$ cat config.mk
export PLATFORM = sky130hd
export DESIGN_NAME = sm4_block_cipher
export DESIGN_NICKNAME = d
export VERILOG_FILES = /design/src/design/sm4_pkg.sv /design/src/design/sm4_ram.sv /design/src/design/sm4_round.sv /design/src/design/sm4_block_cipher.sv
export VERILOG_INCLUDE_DIRS = /design/src /design/src/design
export SDC_FILE = /design/constraint.sdc
export NUM_CORES = 2
export LEC_CHECK = 0
export ABC_CLOCK_PERIOD_IN_PS = 7400
export BUFFER_PORTS_ARGS = -buffer_cell sky130_fd_sc_hd__buf_2
export CORE_ASPECT_RATIO = 0.8
export CORE_MARGIN = 10
export CORE_UTILIZATION = 30
export CTS_BUF_LIST = sky130_fd_sc_hd__clkbuf_4 sky130_fd_sc_hd__clkbuf_8
export CTS_CLUSTER_SIZE = 14
export DETAILED_ROUTE_END_ITERATION = 8
export SYNTH_ARGS = -nofsm -noshare
export SYNTH_HDL_FRONTEND = slang
export SYNTH_SLANG_ARGS = --single-unit
$ cat constraint.sdc
create_clock -name clk -period 7.4 [get_ports clk]
set_input_delay 0.74 -clock clk [delete_from_list [all_inputs] [get_ports clk]]
set_output_delay 0.74 -clock clk [all_outputs]
set_load 0.05 [all_outputs]
$ cat src/design/sm4_block_cipher_defines.svh
// assertion macros used by the sm4 block cipher top level
`ifndef SM4_BLOCK_CIPHER_DEFINES_SVH
`define SM4_BLOCK_CIPHER_DEFINES_SVH

// same-cycle implication, checked on every rising edge outside reset
`define SM4_ASSERT_SAME(lbl, ante, cons, msg) \
  lbl: assert property (@(posedge clk) disable iff (rst) (ante) |-> (cons)) else $error(msg);

// next-cycle implication, checked on every rising edge outside reset
`define SM4_ASSERT_NEXT(lbl, ante, cons, msg) \
  lbl: assert property (@(posedge clk) disable iff (rst) (ante) |=> (cons)) else $error(msg);

`endif

$ cat src/design/sm4_pkg.sv
// shared types, constants and round functions of the sm4 block cipher
package sm4_pkg;

  localparam int ROUNDS     = 32;
  localparam int RK_ADDR_W  = $clog2(ROUNDS);
  localparam int WORD_W     = 32;
  localparam int HALF_W     = 64;
  localparam int BLOCK_W    = 128;
  localparam int CFG_IDX_W  = 2;

  typedef logic [WORD_W-1:0]    word_t;
  typedef logic [RK_ADDR_W-1:0] rk_addr_t;

  localparam rk_addr_t RK_FIRST = '0;
  localparam rk_addr_t RK_LAST  = RK_ADDR_W'(ROUNDS - 1);

  // register indexes of the configuration port
  localparam logic [CFG_IDX_W-1:0] REG_KEY_HIGH = CFG_IDX_W'(0);
  localparam logic [CFG_IDX_W-1:0] REG_KEY_LOW  = CFG_IDX_W'(1);

  // operation codes
  localparam logic OP_ENCRYPT = 1'b0;
  localparam logic OP_DECRYPT = 1'b1;

  // system parameter fk
  localparam word_t FK0 = 32'ha3b1bac6;
  localparam word_t FK1 = 32'h56aa3350;
  localparam word_t FK2 = 32'h677d9197;
  localparam word_t FK3 = 32'hb27022dc;

  // s-box, entry 0 in the top byte
  localparam logic [0:255][7:0] SBOX = {
    64'hd690e9fecce13db7, 64'h16b614c228fb2c05,
    64'h2b679a762abe04c3, 64'haa44132649860699,
    64'h9c4250f491ef987a, 64'h33540b43edcfac62,
    64'he4b31ca9c908e895, 64'h80df94fa758f3fa6,
    64'h4707a7fcf37317ba, 64'h83593c19e6854fa8,
    64'h686b81b27164da8b, 64'hf8eb0f4b70569d35,
    64'h1e240e5e6358d1a2, 64'h25227c3b01217887,
    64'hd40046579fd32752, 64'h4c3602e7a0c4c89e,
    64'heabf8ad240c738b5, 64'ha3f7f2cef96115a1,
    64'he0ae5da49b341a55, 64'had933230f58cb1e3,
    64'h1df6e22e8266ca60, 64'hc02923ab0d534e6f,
    64'hd5db3745defd8e2f, 64'h03ff6a726d6c5b51,
    64'h8d1baf92bbddbc7f, 64'h11d95c411f105ad8,
    64'h0ac13188a5cd7bbd, 64'h2d74d012b8e5b4b0,
    64'h8969974a0c96777e, 64'h65b9f109c56ec684,
    64'h18f07dec3adc4d20, 64'h79ee5f3ed7cb3948
  };

  function automatic word_t sub_word(input word_t v);
    return {SBOX[v[31:24]], SBOX[v[23:16]], SBOX[v[15:8]], SBOX[v[7:0]]};
  endfunction

  // linear transform of the data rounds
  function automatic word_t lin_data(input word_t b);
    return b ^ {b[29:0], b[31:30]} ^ {b[21:0], b[31:22]}
             ^ {b[13:0], b[31:14]} ^ {b[7:0], b[31:8]};
  endfunction

  // linear transform of the key schedule
  function automatic word_t lin_key(input word_t b);
    return b ^ {b[18:0], b[31:19]} ^ {b[8:0], b[31:9]};
  endfunction

  // ck byte j of round i is (4i + j) * 7 mod 256
  function automatic word_t ck_word(input rk_addr_t i);
    word_t     w;
    logic [7:0] base;
    base = {1'b0, i, 2'b00};
    w = '0;
    for (int j = 0; j < 4; j++) begin
      w = {w[23:0], 8'((base + 8'(j)) * 8'd7)};
    end
    return w;
  endfunction

endpackage

$ cat src/design/sm4_ram.sv
// generic single-write, single-read memory with registered read data
module sm4_ram #(
  parameter int WIDTH = 32,
  parameter int DEPTH = 32
) (
  input  logic                     clk,
  input  logic                     we,
  input  logic [$clog2(DEPTH)-1:0] waddr,
  input  logic [WIDTH-1:0]         wdata,
  input  logic [$clog2(DEPTH)-1:0] raddr,
  output logic [WIDTH-1:0]         rdata
);

  logic [WIDTH-1:0] mem [DEPTH];

  always_ff @(posedge clk) begin
    if (we) begin
      mem[waddr] <= wdata;
    end
    rdata <= mem[raddr];
  end

endmodule

$ cat src/design/sm4_round.sv
// shared round unit: w0 ^ t(w1 ^ w2 ^ w3 ^ rk), data or key-schedule transform
module sm4_round import sm4_pkg::*; (
  input  logic  key_mode,
  input  word_t w0,
  input  word_t w1,
  input  word_t w2,
  input  word_t w3,
  input  word_t rk,
  output word_t nx
);

  word_t sbox_out;

  always_comb begin
    sbox_out = sub_word(w1 ^ w2 ^ w3 ^ rk);
    nx = w0 ^ (key_mode ? lin_key(sbox_out) : lin_data(sbox_out));
  end

endmodule

$ cat src/design/sm4_block_cipher.sv
// top level of the sm4 block cipher: control, block state and round key memory
//
//  channel  direction  handshake                fields
//  s_*      in         s_tvalid / s_tready      tuser: operation; tdata: block_high, block_low
//  m_*      out        m_tvalid / m_tready      tdata: result_high, result_low
//  cfg_*    in         cfg_we (no wait)         cfg_index 0 key_high, 1 key_low; cfg_data
//
// with the round keys ready, a request passes through one memory read set-up,
// 32 rounds (one per cycle, round key memory read one round ahead) and then into
// the output register.
// the next request is taken only once the sequencer is back in idle, so one block at a time.
// the first block after reset or a key write first runs the key expansion.
// rst is synchronous; afterwards the key is all zero and not yet expanded.
// a finished block waits while the output register still holds an untaken result.

`include "sm4_block_cipher_defines.svh"

module sm4_block_cipher import sm4_pkg::*; (
  input  logic                 clk,
  input  logic                 rst,
  // request side
  input  logic                 s_tvalid,
  output logic                 s_tready,
  input  logic [BLOCK_W-1:0]   s_tdata,   // [63:0] block_high, [127:64] block_low
  input  logic [0:0]           s_tuser,   // [0] operation
  // result side
  output logic                 m_tvalid,
  input  logic                 m_tready,
  output logic [BLOCK_W-1:0]   m_tdata,   // [63:0] result_high, [127:64] result_low
  // key registers
  input  logic                 cfg_we,
  input  logic [CFG_IDX_W-1:0] cfg_index,
  input  logic [HALF_W-1:0]    cfg_data
);

  // sequencer states, one-hot
  typedef enum logic [4:0] {
    ST_IDLE   = 5'b00001,
    ST_EXPAND = 5'b00010,
    ST_LOAD   = 5'b00100,
    ST_ROUND  = 5'b01000,
    ST_DONE   = 5'b10000
  } state_t;

  state_t      state;
  rk_addr_t    cnt;
  logic        keys_expanded;
  logic        decrypt;
  logic [HALF_W-1:0] key_high;
  logic [HALF_W-1:0] key_low;

  // block words and key-schedule words, shifted by one each round
  word_t       x [4];
  word_t       k [4];

  logic [BLOCK_W-1:0] out_data;
  logic               out_valid;

  logic        s_accept;
  logic        key_mode;
  rk_addr_t    cnt_inc;
  rk_addr_t    rd_addr;
  word_t       rk_rdata;
  word_t       rnd_rk;
  word_t       rnd_out;
  word_t       rnd_w [4];

  assign s_tready = (state == ST_IDLE);
  assign s_accept = s_tvalid && s_tready;
  assign m_tvalid = out_valid;
  assign m_tdata  = out_data;

  assign key_mode = (state == ST_EXPAND);
  assign cnt_inc  = cnt + RK_ADDR_W'(1);

  // round key read address, one round ahead; decryption walks the store backwards
  always_comb begin
    case (state)
      ST_LOAD:  rd_addr = (decrypt == OP_DECRYPT) ? RK_LAST : RK_FIRST;
      ST_ROUND: rd_addr = (decrypt == OP_DECRYPT) ? (RK_LAST - cnt_inc) : cnt_inc;
      default:  rd_addr = RK_FIRST;
    endcase
  end

  // the round unit serves the key schedule and the data rounds in turn
  always_comb begin
    for (int i = 0; i < 4; i++) begin
      rnd_w[i] = key_mode ? k[i] : x[i];
    end
    rnd_rk = key_mode ? ck_word(cnt) : rk_rdata;
  end

  sm4_round u_round (
    .key_mode (key_mode),
    .w0       (rnd_w[0]),
    .w1       (rnd_w[1]),
    .w2       (rnd_w[2]),
    .w3       (rnd_w[3]),
    .rk       (rnd_rk),
    .nx       (rnd_out)
  );

  // round key store, written in order during expansion
  sm4_ram #(
    .WIDTH (WORD_W),
    .DEPTH (ROUNDS)
  ) u_rk_ram (
    .clk   (clk),
    .we    (key_mode),
    .waddr (cnt),
    .wdata (rnd_out),
    .raddr (rd_addr),
    .rdata (rk_rdata)
  );

  // control and key registers
  always_ff @(posedge clk) begin
    if (rst) begin
      state         <= ST_IDLE;
      cnt           <= '0;
      keys_expanded <= 1'b0;
      key_high      <= '0;
      key_low       <= '0;
      out_valid     <= 1'b0;
    end else begin
      // key writes must come only while idle, else they race the sequencer; not enforced
      if (cfg_we) begin
        case (cfg_index)
          REG_KEY_HIGH: key_high <= cfg_data;
          REG_KEY_LOW:  key_low  <= cfg_data;
          default: ;
        endcase
      end

      // a key write forces a fresh expansion before the next block
      if (cfg_we && (cfg_index inside {REG_KEY_HIGH, REG_KEY_LOW})) begin
        keys_expanded <= 1'b0;
      end else if (state == ST_EXPAND && cnt == RK_LAST) begin
        keys_expanded <= 1'b1;
      end

      // output register: filled by a finished block, emptied when taken
      if (state == ST_DONE && (!out_valid || m_tready)) begin
        out_valid <= 1'b1;
      end else if (m_tready) begin
        out_valid <= 1'b0;
      end

      case (state)
        ST_IDLE: begin
          if (s_accept) begin
            cnt   <= '0;
            state <= keys_expanded ? ST_LOAD : ST_EXPAND;
          end
        end
        ST_EXPAND: begin
          cnt <= cnt_inc;
          if (cnt == RK_LAST) begin
            state <= ST_LOAD;
          end
        end
        ST_LOAD: begin
          // first round key read is under way
          cnt   <= '0;
          state <= ST_ROUND;
        end
        ST_ROUND: begin
          cnt <= cnt_inc;
          if (cnt == RK_LAST) begin
            state <= ST_DONE;
          end
        end
        ST_DONE: begin
          // wait for the output register to be free
          if (!out_valid || m_tready) begin
            state <= ST_IDLE;
          end
        end
        default: state <= ST_IDLE;
      endcase
    end
  end

  // payload registers
  always_ff @(posedge clk) begin
    case (state)
      ST_IDLE: begin
        if (s_accept) begin
          decrypt <= s_tuser[0];
          x[0]    <= s_tdata[63:32];
          x[1]    <= s_tdata[31:0];
          x[2]    <= s_tdata[127:96];
          x[3]    <= s_tdata[95:64];
          k[0]    <= key_high[63:32] ^ FK0;
          k[1]    <= key_high[31:0] ^ FK1;
          k[2]    <= key_low[63:32] ^ FK2;
          k[3]    <= key_low[31:0] ^ FK3;
        end
      end
      ST_EXPAND: begin
        k[0] <= k[1];
        k[1] <= k[2];
        k[2] <= k[3];
        k[3] <= rnd_out;
      end
      ST_ROUND: begin
        x[0] <= x[1];
        x[1] <= x[2];
        x[2] <= x[3];
        x[3] <= rnd_out;
      end
      ST_DONE: begin
        // reversed word order: result_high = x3:x2, result_low = x1:x0
        if (!out_valid || m_tready) begin
          out_data <= {x[1], x[0], x[3], x[2]};
        end
      end
      default: ;
    endcase
  end

  // checks
  `SM4_ASSERT_NEXT(a_expand_first, s_accept && !keys_expanded, state == ST_EXPAND, "block started without expanding the key")
  `SM4_ASSERT_SAME(a_round_keys_ready, state == ST_ROUND || state == ST_LOAD, keys_expanded, "round key store read before expansion")
  `SM4_ASSERT_NEXT(a_last_round, state == ST_ROUND && cnt == RK_LAST, state == ST_DONE && cnt == RK_FIRST, "round count did not end the block")
  `SM4_ASSERT_NEXT(a_result_loaded, state == ST_DONE && (!out_valid || m_tready), out_valid && state == ST_IDLE, "finished block not moved to the output register")

endmodule
==> results.cfg <==
[synth]
synth-edff-count = 1409
syn_nets = 7456
synth.top_cells.by_count = edfxtp_1 (1409), nand2_1 (1279), a21oi_1 (456)
yosysTopAreaCellShare_pct = 52.9
ys_seq_area_share_pct = 57.2
synth_warnings = 0
ys_ff_latch = 1581
synth_cell_types = 120
netlist_area_sq_mm = 0.0800
async_reset_ff_share_pct = 0
ys_top_cells_by_area = edfxtp_1 (53%), nand2_1 (6.0%), dfxtp_1 (4.3%)
yosysTopAreaCell = edfxtp_1
avgSynthCellArea_sq_um = 11.1
yosysMostFrequentCell = edfxtp_1
synthCells = 7190
synth_flop_cell = edfxtp_1

[critical_path]
worstPathArrival_ns = 8.15
cp_slowest_stage_delay_ns = 0.97
cp-end-kind = flop
crit_path_max_fanout = 36
reg2reg_slack_ns = -0.004
slowest_stage = ha_1
cpMostUsedCell = buf_4
reg2regPathDepth = 19
worst-path-buf-inv = 5
crit_path_start = state[2]
crit_path_cell_trace = nor4b_2 -> nand2_4 -> a21boi_4 -> inv_1 -> ha_1 -> mux2i_1 -> o21ai_0 -> nor3_1 -> nor4_1 -> buf_4 -> a211oi_4 -> buf_4 -> xnor2_1 -> buf_4 -> xor2_1 -> xnor3_1 -> nand2_1 -> nand2_1 -> buf_12
start_kind = flop
r2r-end = u_rk_ram.mem[19][20]
crit_required_ns = 8.15
worst-path-stages = 19
rr_startpoint = state[2]
endpoint = u_rk_ram.mem[19][20]
cpLargestDelayFamily = simple AND/OR/NAND/NOR gates
crit_type = reg2reg

[clock_network]
clock-sinks = 1581
clockRootBuffer = clkbuf_8
clkTransAtPathRegs_ns = 0.06
ctsLongestPathBuffers = 4
numCtsBuffers = 286
htreeDepth = 5
cts_setup_buffers = 0
insertion_delay_ns = 1.11
cts_tree = done

[sta]
min_period_ns = 7.40
worst_pin_slew_ns = 1.28
fmax_ghz = 0.135
setup_slack_ns = -0.00417
hold_viol = 0
finalSetupViolations = 9
clock-skew-final_ns = 0.156
rsz0062_at_grt = no
finalCritPeriodShare_pct = 100
slew_headroom_pct = 14.4
report.final.slew_viol_count = 0

[worst_hold_path]
worstHoldPathType = in2reg
whs_path_depth = 3

[global_route]
antenna_found_initial = 27
grt_overflow = 0
grt_pass1_vias = 63200
track_usage_pct = 23.2
grt_first_pass_wirelength_mm = 487
grt_max_degree = 214

[die]
die_w_um = 597
coreArea_sq_mm = 0.265
io_pins = 330
fp.dieH_um = 482
initial_utilization_pct = 30.2
rows = 169
die_area_sq_mm = 0.288

[run_status]
outcome = finished with violations
violations = setup timing

[placed_design]
dp_hpwl_mm = 235
io_buffers = 329
gp_congestion = 1.02
pre_cts_slack_ns = 0.387

[drt]
vias_per_cell = 5.84
finalWirelength_mm = 351
ant_nets = 0
drt_pass1_iterations = 7
wl_per_cell_um = 30.7
remaining_drc_errors = 0
drtIter0Drc = 9942
routed-via-count = 66800

[finish]
syn2layout_area_growth_pct = 18.1
nets = 7998
drive_above_1_share_pct = 18.5

[flow_run]
drv_cap = 0
## state kept, by name, summed over array words and instances (netlist names)
signal,flops
u_rk_ram.mem,1024
k,128
m_tdata,128
x,128
key_high,64
key_low,64
u_rk_ram.rdata,32
cnt,5
state,5
decrypt,1
keys_expanded,1
m_tvalid,1
## logic make-up (layout without fill, tap and decap cells)
| group | after synthesis | count (layout) | share of synthesized area [%] |
|---|---|---|---|
| AO/OA/AOI/OAI | 2125 | 2125 | 17.8 |
| XOR/XNOR | 418 | 418 | 5.12 |
| adder cells (fa/ha/maj) | 67 | 67 | 1.12 |
| buffers and inverters | 636 | 1375 | 3.47 |
| flip-flops | 1581 | 1581 | 57.2 |
| multiplexers | 185 | 185 | 3.49 |
| other | 0 | 14 | 0 |
| AND/OR/NAND/NOR | 2178 | 2178 | 11.8 |
## through the flow
step | setup TNS (ns) | area (sq um) | std cells | hold WS, ns | util, %
2_1_floorplan | 0 | 80000 | 7190 | 0.426 | -
6_report | -0.0186 | 94500 | 11400 | 0.0688 | 35.6
5_1_grt | 0 | 94400 | 11400 | 0.0285 | 35.6
4_1_cts | 0 | 94400 | 11400 | 0.00230 | 35.6
3_3_place_gp | 0 | 87600 | 10800 | 0.442 | 33.0
3_5_place_dp | 0 | 87600 | 10800 | 0.447 | 33.0
## routing by layer
layer  part of all wire [%]  vias up  wire length, um  global-route usage, %
li1                       -    28400                -                      -
met1                     40    33100           142000                   31.1
met2                     41     4440           145000                   33.2
met3                     12      905            43100                   7.87
met4                    6.1       18            21500                   11.6
met5                  0.033        -              115                      0
## placed cells by master, fill, tap and decap left out, types with 37 or more instances in the layout
cell | synthesis | routed
clkinv_1 | 1 | 37
a211oi_1 | 197 | 196
o221ai_1 | 164 | 164
clkbuf_8 | 0 | 305
buf_4 | 33 | 341
dlygate4sd3_1 | 0 | 129
nand3_1 | 122 | 122
a21oi_1 | 456 | 448
nor3_1 | 121 | 121
o22ai_1 | 159 | 159
mux2i_1 | 57 | 47
nand2_1 | 1279 | 1275
o21ai_0 | 367 | 367
clkbuf_4 | 0 | 106
buf_2 | 139 | 328
nor2_1 | 358 | 339
o211ai_1 | 72 | 72
a31oi_1 | 210 | 210
buf_12 | 0 | 51
dfxtp_1 | 172 | 172
edfxtp_1 | 1409 | 1409
and2_1 | 145 | 144
mux4_2 | 67 | 67
xnor2_1 | 270 | 263
xor2_1 | 112 | 106
ha_1 | 58 | 58
mux2_2 | 55 | 55
## final cells by class
cell class | instances | area (sq um)
clock inverters | 74 | 573
fillers | 26200 | 171000
flip-flops and latches | 1581 | 45800
well taps | 3505 | 4390
multi-input cells | 4973 | 32000
diodes | 14 | 35.0
clock buffers | 411 | 4990
inverters | 41 | 154
repair buffers | 849 | 6510
## worst min-delay path by stage
stage | start | slack (ns) | endpoint
after floorplan | x[0][0] | 0.43 | m_tdata[64]
after global placement | key_low[23] | 0.44 | key_low[23]
after detailed placement | key_low[23] | 0.45 | key_low[23]
after CTS | cfg_data[23] | 0.002 | key_high[23]
after global routing | s_tdata[59] | 0.03 | x[0][27]
final | s_tvalid | 0.07 | state[0]
## worst register-to-register path: stages, from the launching register on
cell and delay, ns:
dfxtp_1 0.37, nor4b_2 0.75, nand2_4 0.55, a21boi_4 0.85
inv_1 0.34, ha_1 0.97, mux2i_1 0.28, o21ai_0 0.33
nor3_1 0.12, nor4_1 0.53, buf_4 0.22, a211oi_4 0.04
buf_4 0.21, xnor2_1 0.16, buf_4 0.16, xor2_1 0.31
xnor3_1 0.39, nand2_1 0.19, nand2_1 0.14, buf_12 0.18
## what timing repair did
item	4_1_cts	5_1_grt
resized for setup	0	1
setup endpoints to repair	0	1
hold buffers	129	0
endpoints found under the hold margin	174	0
Power is not shown: default switching activity piles up to over one toggle a cycle in this logic, so the estimate is an artifact.
